File: config.mk
export PLATFORM = sky130hd
export DESIGN_NAME = fbc_cfg_regs
export DESIGN_NICKNAME = d
export VERILOG_FILES = /design/src/rtl/fbc_pkg.sv /design/src/rtl/fbc_cfg_regs.sv
export SDC_FILE = /design/constraint.sdc
export NUM_CORES = 1
export LEC_CHECK = 0
export ABC_AREA = 1
export BUFFER_PORTS_ARGS = -buffer_cell sky130_fd_sc_hd__buf_2
export CORE_AREA = 4 4 253 255
export DETAILED_ROUTE_END_ITERATION = 8
export DIE_AREA = 0 0 257 259
export PLACE_DENSITY_LB_ADDON = 0.08
export SYNTH_ARGS = -nofsm -noshare
export SYNTH_HDL_FRONTEND = slang
export SYNTH_SLANG_ARGS = --single-unit
export TNS_END_PERCENT = 20
File: constraint.sdc
create_clock -name clk -period 2.5 [get_ports clk]
set_input_delay 0.125 -clock clk [delete_from_list [all_inputs] [get_ports clk]]
set_output_delay 0.125 -clock clk [all_outputs]
set_load 0.005 [all_outputs]
File: src/rtl/fbc_pkg.sv
// ============================================================================
// fbc_pkg - shared definitions for the frustum box classifier
// Constants for the register map, the plane chain and the verdict codes.
// ============================================================================
package fbc_pkg;

    // Default field widths
    localparam int COORD_WIDTH_DEF  = 24;
    localparam int MATRIX_WIDTH_DEF = 32;

    // Geometry
    localparam int NUM_PLANES     = 6;
    localparam int NUM_AXES       = 3;
    localparam int MATRIX_DIM     = 4;
    localparam int PLANES_PER_ROW = 2;      // row 3 plus and minus one side row
    localparam int OFFSET_SHIFT   = 8;      // plane offset Q.16 -> Q.24

    // Register map: one 64-bit register per column pair of rows, at 8*i
    localparam int CFG_NUM_REGS     = 8;
    localparam int CFG_DATA_W       = 64;
    localparam int CFG_SLOT_W       = 32;
    localparam int CFG_ROWS_PER_REG = 2;
    localparam int CFG_IDX_W        = 3;
    localparam int CFG_IDX_LSB      = 3;
    localparam int CFG_ADDR_W       = CFG_IDX_W + CFG_IDX_LSB;

    // Result codes
    typedef enum logic [1:0] {
        VERDICT_INSIDE  = 2'd0,
        VERDICT_PARTIAL = 2'd1,
        VERDICT_OUTSIDE = 2'd2
    } verdict_t;

    // Running plane test flags carried along the chain
    typedef struct packed {
        logic outside;
        logic partial;
    } fbc_flags_t;

endpackage

File: src/rtl/fbc_cfg_regs.sv
// ============================================================================
// fbc_cfg_regs - clip matrix register file
// Eight 64-bit APB registers; presents the matrix as sixteen signed entries.
// ============================================================================
module fbc_cfg_regs #(
    parameter int MATRIX_WIDTH = fbc_pkg::MATRIX_WIDTH_DEF
) (
    input  logic                                   clk,
    input  logic                                   rst_n,
    input  logic                                   psel,
    input  logic                                   penable,
    input  logic                                   pwrite,
    input  logic [fbc_pkg::CFG_ADDR_W-1:0]         paddr,
    input  logic [fbc_pkg::CFG_DATA_W-1:0]         pwdata,
    output logic [fbc_pkg::CFG_DATA_W-1:0]         prdata,
    output logic [fbc_pkg::MATRIX_DIM-1:0][fbc_pkg::MATRIX_DIM-1:0][MATRIX_WIDTH-1:0] matrix
);

    logic [fbc_pkg::CFG_DATA_W-1:0] clip_reg [fbc_pkg::CFG_NUM_REGS];
    logic [fbc_pkg::CFG_IDX_W-1:0]  reg_idx;
    logic                           wr_en;

    assign reg_idx = paddr[fbc_pkg::CFG_ADDR_W-1:fbc_pkg::CFG_IDX_LSB];
    assign wr_en   = psel && penable && pwrite;

    // Register writes on the access phase
    always_ff @(posedge clk or negedge rst_n)
    begin
        if (!rst_n)
        begin
            for (int i = 0; i < fbc_pkg::CFG_NUM_REGS; i++)
            begin
                clip_reg[i] <= '0;
            end
        end
        else if (wr_en)
        begin
            clip_reg[reg_idx] <= pwdata;
        end
    end

    // Read back
    assign prdata = clip_reg[reg_idx];

    // Unpack entries: column c, rows r and r+1 share a register, lower row low
    for (genvar r = 0; r < fbc_pkg::MATRIX_DIM; r++)
    begin : g_row
        for (genvar c = 0; c < fbc_pkg::MATRIX_DIM; c++)
        begin : g_col
            localparam int RegIdx  = c * fbc_pkg::CFG_ROWS_PER_REG
                                     + r / fbc_pkg::CFG_ROWS_PER_REG;
            localparam int SlotLsb = fbc_pkg::CFG_SLOT_W * (r % fbc_pkg::CFG_ROWS_PER_REG);
            assign matrix[r][c] = clip_reg[RegIdx][SlotLsb +: MATRIX_WIDTH];
        end
    end

endmodule

## After elaboration in Yosys (flattened, before gate mapping)

Cells that the tools add are included.

- $lt $le $gt $ge: 2
- Mux-type cells: 6
- Bitwise operators: 1
- Reductions and logical operators: 3

Operators with widths:

| cell | number |
|---|---|
| bitwise mux 512 bit | 1 |
| binary-select mux 64 bit (select 3 bit) | 1 |
| demux 64 bit (select 3 bit) | 1 |
| two-way mux 64 bit | 3 |
| greater-or-equal comparator 4 bit (second input constant) | 1 |
| < comparator 4 x 1 -> 1 bit (second input constant) | 1 |
| inverter 3 -> 4 bit | 1 |
| logical AND 1 bit | 3 |

- Bits in registers: 512
- Input bits: 75
- Output and inout port bits: 576
- Word-level logic and storage cells: 20

## Depth between registers and ports, before layout

Gate-level depths: netlist of run 1.

- Depth in word-level cells: 6
- Depth in mapped cells: 10
- Gate-level depth less buffers: 7

## Least setup slack after synthesis of run 1

No wires, ideal clock.

- Path kind: input to register
- From: input port paddr[5] (netlist bit)
- To: register clip_reg, in the netlist matrix[154]
- Setup time: 0.123 ns
- Arrival: 1.077 ns
- Data required time: 2.377 ns
- Setup slack: 1.300 ns
- Stages on the path: 7
- Buffers on the path: 3
- Path through: buf_4 -> nor2_2 -> nand2_1 -> buf_2 -> buf_2 -> o21ai_0 -> nand2_1

- Word-level cells in the longest chain between the ends: 6
- Elaborated cells on any way between the ends: 7
- Classes of those cells: 2 x order compare; 3 x mux; 1 x bitwise; 1 x reduce/logical

Ends and longest elaborated chain:

| what | line | source |
|---|---|---|
| from (decl) | fbc_cfg_regs.sv:13 | `input logic [fbc_pkg::CFG_ADDR_W-1:0] paddr,` |
| inverter 3 -> 4 bit (implied by the code) * | fbc_cfg_regs.sv:38 | `clip_reg[reg_idx] <= pwdata;` |
| greater-or-equal comparator 4 bit (implied by the code) / < comparator 4 x 1 -> 1 bit (equally long branches) | fbc_cfg_regs.sv:38 |  |
| logical AND 1 bit (implied by the code) | fbc_cfg_regs.sv:38 |  |
| two-way mux 64 bit (implied by the code) | fbc_cfg_regs.sv:38 |  |
| demux 64 bit (select 3 bit) * | fbc_cfg_regs.sv:38 |  |
| bitwise mux 512 bit * | fbc_cfg_regs.sv:38 |  |
| to (signal, indexed assignment) | fbc_cfg_regs.sv:38 |  |
| to (decl) | fbc_cfg_regs.sv:19 | `logic [fbc_pkg::CFG_DATA_W-1:0] clip_reg [fbc_pkg::CFG_NUM_REGS];` |

Mark *: on every way between the ends. The rest lies on a longest branch, timed or not.
A chain may end at the register's enable or synchronous reset.

## Worst setup path after layout of run 1

- From: input port paddr[3] (netlist bit)
- To: output port prdata[36] (netlist bit)

- Word-level cells in the longest chain between the ends: 4

Ends and longest elaborated chain:

| what | line | source |
|---|---|---|
| inverter 3 -> 4 bit (implied by the code) | fbc_cfg_regs.sv:43 | `assign prdata = clip_reg[reg_idx];` |
| binary-select mux 64 bit (select 3 bit) | fbc_cfg_regs.sv:43 |  |
| two-way mux 64 bit (implied by the code) (2 in a row) | fbc_cfg_regs.sv:43 |  |
| to (decl) | fbc_cfg_regs.sv:15 | `output logic [fbc_pkg::CFG_DATA_W-1:0] prdata,` |

No other way between the ends. The select of a mux whose other input is x is not followed.

==> results.json, run 1 <==
{
  "io_buffers": 647,
  "cp_data_required_time_ns": 2.38,
  "grt_usage_pct": 30.8,
  "grt_pass1_wl_um": 158000,
  "num_rows": 91,
  "num_vias": 25400,
  "period_share_pct": 75.9,
  "clk_root_buffer_cell": "clkbuf_16",
  "largest_reg_flops": 512,
  "drcViolationCount": 0,
  "cts_buffer_depth": 3,
  "synth_ff_type": "dfrtp_1",
  "htree_levels": 2,
  "clk_latency_ns": 0.60,
  "synth_compound_area_share_pct": 10.2,
  "synthCells": 3525,
  "antenna-diode-count": 0,
  "synth-simple-area-share_pct": 33.1,
  "synth_cell_types": 21,
  "vias_per_cell": 5.08,
  "area_growth_pct": 26.8,
  "antenna_found_initial": 2,
  "cts_tree": "built",
  "synth.avg_cell_area_um2": 7.11,
  "cts_resized": 0,
  "synth_edf_count": 0,
  "drt_iter0_markers": 2348,
  "hp-class": "primary input to asynchronous set/reset pin",
  "maxSlewViolCount": 0,
  "rsz0062_at_grt": "no",
  "synth_common_cells": "2100 x nand2_1, 512 x dfrtp_1, 427 x o21ai_0",
  "multi_input_area_um2": 10900,
  "setup_ws_ns": 0.602,
  "dp_slack_ns": 0.483,
  "die_h_um": 259,
  "grt_max_degree": 137,
  "wirelength_um": 106000,
  "routabilityCongestion": 0.864,
  "core_area_um2": 61600,
  "synth_top_area_share_pct": 51.1,
  "wire_per_inst_um": 21.1,
  "hold_viol": 0,
  "pin_count": 651,
  "antenna_left": 0,
  "setup_viol": 0,
  "setup.worst_path.class": "primary input to primary output",
  "finalNetCount": 4192,
  "critPathArrivalTime_ns": 1.77,
  "p_leak_nw": 18.4,
  "status": "completed",
  "power_density_nw_per_um2": 833,
  "drive_gt1_share_pct": 19.8,
  "synth_xor_xnor_area_share_pct": 0,
  "seq_area_um2": 12800,
  "die-width_um": 257,
  "initial_utilization_pct": 40.7,
  "synth_most_common_cell": "nand2_1",
  "timing.setup.tns_ns": 0,
  "cp-start-kind": "primary input",
  "synthAdderAreaFrac_pct": 0,
  "ys_ff_latch": 512,
  "ir_worst_vdd_v": 0.000672,
  "gr-total-overflow": 0,
  "tightest_slew_ns": 0.963,
  "dieArea_um2": 66600,
  "syn_area_um2": 25000,
  "hpwl_um": 67500,
  "grt_pass1_vias": 24200,
  "drv_cap": 0,
  "ctsHoldBuffers": 65,
  "syn_nets": 3600,
  "path_max_fanout": 41,
  "cts_sinks": 512,
  "drtPass1Iterations": 6,
  "ys_seq_area_share_pct": 51.1,
  "fin_crit_ns": 1.90,
  "max_slew_margin_pct": 35.8,
  "muxShareOfSynthArea_pct": 0,
  "numCtsBuffers": 58,
  "synthArstFlopShare_pct": 100,
  "fill_cells": 6214,
  "max_freq_ghz": 0.527,
  "yosys.area.top_type": "dfrtp_1",
  "yosysWarnings": 0,
  "synth.area.top_cells": "dfrtp_1 51%, nand2_1 31%, o21ai_0 8.5%",
  "cts_setup_buffers": 0,
  "clk_pin_slew_ns": 0.06,
  "crit_path_end_kind": "primary output",
  "synth_top_family_by_area": "simple AND/OR/NAND/NOR gates",
  "fin_skew_ns": 0
}
## worst paths after layout
check,start,end,slack [ns],depth (start not counted)
worst max-delay path,paddr[3],prdata[36],0.60,10
worst min-delay path,rst_n,matrix[360],0.12,2
worst max register to register,matrix[174],matrix[174],1.68,2
worst min register to register,matrix[37],matrix[37],0.51,2
max in group asynchronous,rst_n,matrix[313],1.47,3
min in group clk,pwrite,matrix[430],0.12,4
## critical path: stages
cell     delay [ns]
buf_8          0.16
inv_8          0.29
buf_4          0.50
nand2_1        0.10
nand2_1        0.08
nand2_1        0.05
nand2_1        0.08
nand2_1        0.04
nand2_1        0.10
buf_2          0.15
## report_power, final
| group | internal, mW | total [mW] | switching [mW] |
|---|---|---|---|
| logic | 2.51 | 6.14 | 3.63 |
| registers | 9.89 | 11.5 | 1.56 |
| clock network | 5.33 | 8.89 | 3.57 |
## cell families (layout without fill, tap and decap cells)
family / Yosys count / count (layout)
flops: 512 / 512
compound gates: 512 / 512
buf+inv: 311 / 952
simple gates: 2190 / 2190
## metal layers
metal	GRT usage [%]	part of all wire [%]	up-vias
met5	0	0.012	-
met4	12.0	4.3	2
met3	7.01	8.4	207
met2	48.5	46	1052
met1	41.5	42	12000
li1	-	-	12100
## stage by stage
stage / instances / power (mW) / cell area [µm²] / utilization (%) / hold WS, ns
2_1_floorplan: 3525 / 13.9 / 25000 / - / -0.171
5_1_grt: 5003 / 28.0 / 31800 / 51.6 / 0.135
6_report: 5003 / 26.5 / 31800 / 51.6 / 0.118
3_3_place_gp: 4829 / 17.5 / 29100 / 47.3 / 0.191
4_1_cts: 5003 / 26.6 / 31800 / 51.6 / 0.0889
3_5_place_dp: 4829 / 17.6 / 29100 / 47.3 / 0.191
## cell type report
| type | count | share of cell area (%) |
|---|---|---|
| clock inverter | 25 | 0.906 |
| inverter | 69 | 0.859 |
| clock buffer | 84 | 5.35 |
| timing repair buffer | 774 | 14.8 |
| tap | 837 | 3.30 |
| sequential | 512 | 40.3 |
| multi-input combinational | 2702 | 34.4 |
## cells in the final DEF, fill, tap and decap left out, drive strengths merged
cell and n:
nand2 2101, buf 709, clkinv 17, clkinvlp 2, dlygate4sd3 65, dfrtp 512, a21oi 64, o21ai 448
nand4 4, clkbuf 84, bufinv 6, nand3 7, nor2 78, inv 69
Note: power is estimated with default switching activity, not from simulation.
==> run 2: changes to the inputs <==
Settings changed: ABC_AREA 1 to 0.
Clock period 2.5 ns to 1.7 ns, I/O delays scaled along.
==> results.json, run 2 <==
{
  "status": "finished, violations left",
  "violations": "setup timing",
  "clk_latency_ns": 0.58,
  "stdcell_count": 3024,
  "fill_cells": 5376,
  "dr_wl_met2_um": 40500,
  "cp_data_required_time_ns": 1.62,
  "grt_max_degree": 69,
  "drcViolationCount": 0,
  "timing.setup.tns_ns": -15.93,
  "pin_count": 651,
  "cp_cell_sequence": "mux4_2 > mux2_4 > buf_6",
  "ir_worst_vdd_v": 0.000695,
  "setup_ws_ns": -0.290,
  "initial_utilization_pct": 36.9,
  "rrSetupSlack_ns": 0.75,
  "clk_pin_slew_ns": 0.06,
  "dieArea_um2": 66600,
  "num_vias": 15700,
  "synth_ff_type": "dfrtp_1",
  "fin_skew_ns": 0,
  "io_buffers": 647,
  "synthCells": 1322,
  "grt_usage_pct": 23.7,
  "route.top_layer_used": "met4",
  "maxSlewViolCount": 0,
  "synth_cell_types": 22,
  "swShare_pct": 28.1,
  "cts_sinks": 512,
  "synth_common_cells": "547 x mux2_2, 512 x dfrtp_1, 126 x mux4_2",
  "synthArstFlopShare_pct": 100,
  "max_slew_margin_pct": 56.0,
  "syn_area_um2": 22700,
  "timing.rr.end": "matrix[139]",
  "syn_nets": 1397,
  "drv_cap": 0,
  "synth.area.top_cells": "dfrtp_1 56%, mux2_2 27%, mux4_2 12%",
  "ys_ff_latch": 512,
  "largest_reg_flops": 512,
  "clk_root_buffer_cell": "clkbuf_16",
  "crit_path_end_kind": "primary output",
  "core_area_um2": 61600,
  "path_buf_inv": 1,
  "htree_levels": 2,
  "path_max_fanout": 3,
  "mostFrequentLayoutCell": "buf_2",
  "p_leak_nw": 15.3,
  "period_share_pct": 117,
  "synth.avg_cell_area_um2": 17.2,
  "setup.worst_path.class": "flop to primary output",
  "hold_viol": 0,
  "wire_per_inst_um": 26.5,
  "vias_per_cell": 5.19,
  "wirelength_um": 80300,
  "die-width_um": 257,
  "p_clk_share_pct": 31.7,
  "synth_most_common_cell": "mux2_2",
  "r2r-start": "matrix[139]",
  "num_rows": 91,
  "antenna_found_initial": 2,
  "setup_viol": 63,
  "grt_pass1_wl_um": 119000,
  "dp_cells": 2777,
  "cp-start-kind": "flop",
  "power_density_nw_per_um2": 1250,
  "synth_edf_count": 0,
  "die_h_um": 259,
  "slowest_stage": "mux4_2",
  "drtPass1Iterations": 4,
  "tightest_slew_ns": 0.659,
  "finalNetCount": 2219,
  "hp-class": "primary input to asynchronous set/reset pin",
  "multi_input_area_um2": 9690,
  "fin_crit_ns": 1.99,
  "numCtsBuffers": 56,
  "area_growth_pct": 37.1,
  "p_sw_mw": 11.0,
  "critPathArrivalTime_ns": 1.90,
  "power.internal_mw": 28.1,
  "dr_wl_met3_um": 5310,
  "drt_iter0_markers": 755,
  "routabilityCongestion": 0.822,
  "gr-total-overflow": 0,
  "routedLengthMet1_um": 32300,
  "ys_seq_area_share_pct": 56.4,
  "yosys.area.top_type": "dfrtp_1",
  "cp_top_family": "multiplexers",
  "cp_slowest_stage_delay_ns": 0.52,
  "p_comb_share_pct": 25.8,
  "hpwl_um": 55400,
  "seq_area_um2": 12800,
  "drive_gt1_share_pct": 71.1,
  "cts_buffer_depth": 3,
  "max_freq_ghz": 0.503,
  "synth_top_area_share_pct": 56.4,
  "rsz0062_at_grt": "yes",
  "reg2regPathDepth": 2,
  "cts_tree": "built",
  "final_cell_mix": "600 x buf_2, 510 x dfrtp_1, 506 x mux2_2",
  "power_frac_seq_pct": 42.5,
  "antenna_left": 0,
  "yosysWarnings": 0,
  "grt_pass1_vias": 16900
}
==> run 2: cell types whose count changed in the layout (fill, tap and decap cells not counted), moves of 28 or more <==
cell / before / now
mux2_4: 0 / 41
mux2_2: 0 / 506
nand2_1: 2097 / 1
mux4_2: 0 / 126
mux2_1: 0 / 28
o21ai_0: 427 / 0
a21oi_1: 64 / 0
buf_4: 37 / 99
nor2_1: 69 / 1
inv_1: 66 / 1
buf_6: 1 / 44
buf_2: 643 / 600
==> run 2: final cells by class <==
cell class                 instances  share of cell area, %
sequential                       512                   41.1
clock inverter                    13                  0.611
clock buffer                      86                   5.38
tap                              837                   3.36
multi-input combinational        723                   31.1
inverter                           1                 0.0121
timing repair buffer             850                   18.4
antenna                            2                 0.0161
==> run 2: power groups by stage <==
stage | Sequential (mW) | Combinational [mW] | Clock, mW
6_report | 16.6 | 10.1 | 12.4
5_1_grt | 16.9 | 10.8 | 13.2
4_1_cts | 16.7 | 9.78 | 12.7
3_5_place_dp | 16.9 | 8.84 | 0
3_3_place_gp | 16.9 | 8.73 | 0
2_1_floorplan | 16.5 | 3.87 | 0
==> run 2: worst max path at each step <==
stage	from	end	slack [ns]	cells past startpoint
floorplan	paddr[3]	prdata[0]	0.13	5
global placement	paddr[3]	matrix[140]	0.04	5
detailed placement	paddr[3]	matrix[142]	0.02	5
CTS	matrix[354]	prdata[2]	-0.36	3
global route	matrix[354]	prdata[2]	-0.36	3
finish	matrix[354]	prdata[2]	-0.29	3
==> run 2: logic make-up after synthesis <==
family	count (synthesis)	share of synthesized area, %
buffers and inverters	87	1.79
DFF	512	56.4
AOI/OAI and AO/OA	4	0.138
muxes	703	41.1
and+or+nand+nor	16	0.628
==> run 2: worst reg2reg max path, cell delays in order, from the launching register on <==
cell     delay [ns]
dfrtp_1        0.41
buf_4          0.17
mux2_2         0.25
==> run 2: layer usage <==
metal / vias up / GRT usage, %
li1: 6663 / -
met1: 8390 / 29.8
met2: 525 / 40.9
met3: 113 / 5.97
met4: 0 / 6.44
met5: - / 0
==> run 2: metrics by stage <==
| step | worst slack (ns) | utilization (%) | hold WS [ns] | cell area, µm² | power, mW |
|---|---|---|---|---|---|
| 6_report | -0.290 | 50.6 | 0.172 | 31100 | 39.1 |
| 5_1_grt | -0.363 | 50.6 | 0.179 | 31100 | 40.9 |
| 4_1_cts | -0.356 | 49.9 | 0.150 | 30700 | 39.1 |
| 3_5_place_dp | 0.0234 | 44.8 | 0.00678 | 27600 | 25.8 |
| 3_3_place_gp | 0.0435 | 44.8 | 0.00638 | 27600 | 25.6 |
| 2_1_floorplan | 0.127 | - | -0.211 | 22700 | 20.3 |
==> run 2: repair_timing <==
action,CTS,global route
endpoints found under the hold margin,944,0
resized for setup,56,33
setup endpoints to repair,64,64
hold buffers,66,0
setup buffers,47,33
==> run 3: changes to the inputs <==
Settings changed: ABC_AREA 0 to 1, CORE_AREA 4 4 253 255 to 4 4 248 250, DIE_AREA 0 0 257 259 to 0 0 252 254.
==> results.json, run 3 (synthesis results as in run 1) <==
{
  "status": "completed",
  "reg2regPathDepth": 3,
  "cts_buffer_depth": 3,
  "tightest_slew_ns": 0.720,
  "die-width_um": 252,
  "drt_iter0_markers": 2464,
  "crit_path_end_kind": "primary output",
  "grt.met2_usage_pct": 51.4,
  "io_buffers": 647,
  "power_density_nw_per_um2": 1180,
  "stdcell_count": 5002,
  "grt_max_degree": 81,
  "hold_viol": 0,
  "cp_top_family": "simple AND/OR/NAND/NOR gates",
  "gr-total-overflow": 0,
  "fin_skew_ns": 0,
  "numCtsBuffers": 55,
  "cts_tree": "built",
  "hold_path.startpoint": "paddr[3]",
  "max_slew_margin_pct": 52.0,
  "path_max_fanout": 3,
  "p_leak_nw": 18.7,
  "finalNetCount": 4259,
  "final_cell_mix": "2086 x nand2_1, 641 x buf_2, 485 x dfrtp_1",
  "pin_count": 651,
  "timing.rr.end": "matrix[493]",
  "period_share_pct": 97.4,
  "whs_path_depth": 6,
  "dp_cells": 4799,
  "drv_cap": 0,
  "path_buf_inv": 1,
  "maxSlewViolCount": 0,
  "wirelength_um": 105000,
  "vias_per_cell": 5.18,
  "max_freq_ghz": 0.604,
  "mostFrequentLayoutCell": "nand2_1",
  "globalRouteMet3Util_pct": 6.84,
  "largest_reg_flops": 512,
  "num_rows": 89,
  "ir_worst_vdd_v": 0.000902,
  "whs_ns": 0.0479,
  "drtPass1Iterations": 5,
  "critPathArrivalTime_ns": 1.57,
  "core_area_um2": 59000,
  "area_growth_pct": 29.4,
  "dieArea_um2": 64000,
  "cp_data_required_time_ns": 1.62,
  "cp-start-kind": "flop",
  "hp-class": "primary input to flop",
  "setup.worst_path.class": "flop to primary output",
  "holdPathEnd": "matrix[29]",
  "wire_per_inst_um": 21.1,
  "rsz0062_at_grt": "yes",
  "rrSetupSlack_ns": 0.89,
  "crit_top_cell": "nand2_1",
  "clk_pin_slew_ns": 0.06,
  "cp_cell_sequence": "nand2_1 > nand2_1 > nand2_1 > nand2_1 > nand2_1 > nand2_2 > buf_2",
  "cts_sinks": 512,
  "antenna_left": 0,
  "clk_latency_ns": 0.59,
  "hpwl_um": 71000,
  "drcViolationCount": 0,
  "grt_use_met1_pct": 42.5,
  "clk_root_buffer_cell": "clkbuf_16",
  "grt_pass1_vias": 24200,
  "r2r-start": "matrix[493]",
  "fin_crit_ns": 1.66,
  "routabilityCongestion": 0.874,
  "grt_pass1_wl_um": 157000,
  "gr-max-usage-layer": "met2",
  "setup_viol": 0,
  "drive_gt1_share_pct": 21.8,
  "antenna_found_initial": 2,
  "htree_levels": 2,
  "die_h_um": 254,
  "fill_cells": 5768,
  "cp_slowest_stage_delay_ns": 0.41,
  "initial_utilization_pct": 42.4,
  "slowest_stage": "dfrtp_1",
  "grt_usage_pct": 31.7,
  "num_vias": 25900
}
[run 3: how the worst max path moves through the flow]
stage,start,slack [ns],cells past startpoint,endpoint
2_1_floorplan,paddr[5],0.54,7,matrix[154]
3_5_place_dp,psel,0.17,6,matrix[499]
4_1_cts,matrix[483],-0.00009,7,prdata[35]
3_3_place_gp,psel,0.21,6,matrix[502]
5_1_grt,matrix[421],-0.07,7,prdata[37]
6_report,matrix[466],0.04,7,prdata[50]
[run 3: routing by layer]
metal	vias up	wire length (µm)	share of wire, %
li1	12200	-	-
met1	12200	42800	41
met2	1202	49700	47
met3	197	9410	8.9
met4	2	3630	3.4
met5	-	15	0.014
[run 3: tightest hold or removal path, cell delays in order]
cell and delay (ns):
buf_8 0.10, inv_8 0.09, nand2_4 0.13, nor2_8 0.08, nand2_1 0.06, nand2_1 0.04
[run 3: area by class of cell]
type / count / area (µm²) / share of cell area (%)
flip-flops and latches: 512 / 12800 / 39.6
repair buffers: 844 / 5590 / 17.2
clock inverters: 18 / 124 / 0.382
inverters: 69 / 270 / 0.834
clock buffers: 83 / 1640 / 5.07
diodes: 1 / 2.50 / 0.00772
multi-input cells: 2702 / 11000 / 33.8
well taps: 773 / 967 / 2.98
[run 3: what timing repair did]
action	CTS	global route
gates cloned	0	0
hold buffers	66	1
setup buffers	6	29
resized for setup	10	30
pin swaps	0	43
endpoints found under the setup margin	7	65
hold endpoints to repair	1024	18
[run 3: through the flow]
step                      total power [mW]  util [%]  instance area (µm²)  setup TNS [ns]  setup WS, ns
after floorplan                       20.4         -                25000               0         0.540
after detailed placement              26.1      50.2                29600               0         0.174
final                                 38.2      54.9                32400               0        0.0447
after CTS                             38.1      54.4                32100      -0.0000902    -0.0000902
after global placement                25.9      50.2                29600               0         0.205
after global routing                  40.3      54.9                32400          -0.633       -0.0722
[run 3: report_power, final]
part	switching, mW	internal (mW)	total (mW)
Sequential	2.52	14.6	17.1
Clock	5.05	6.80	11.8
Combinational	5.26	3.99	9.25
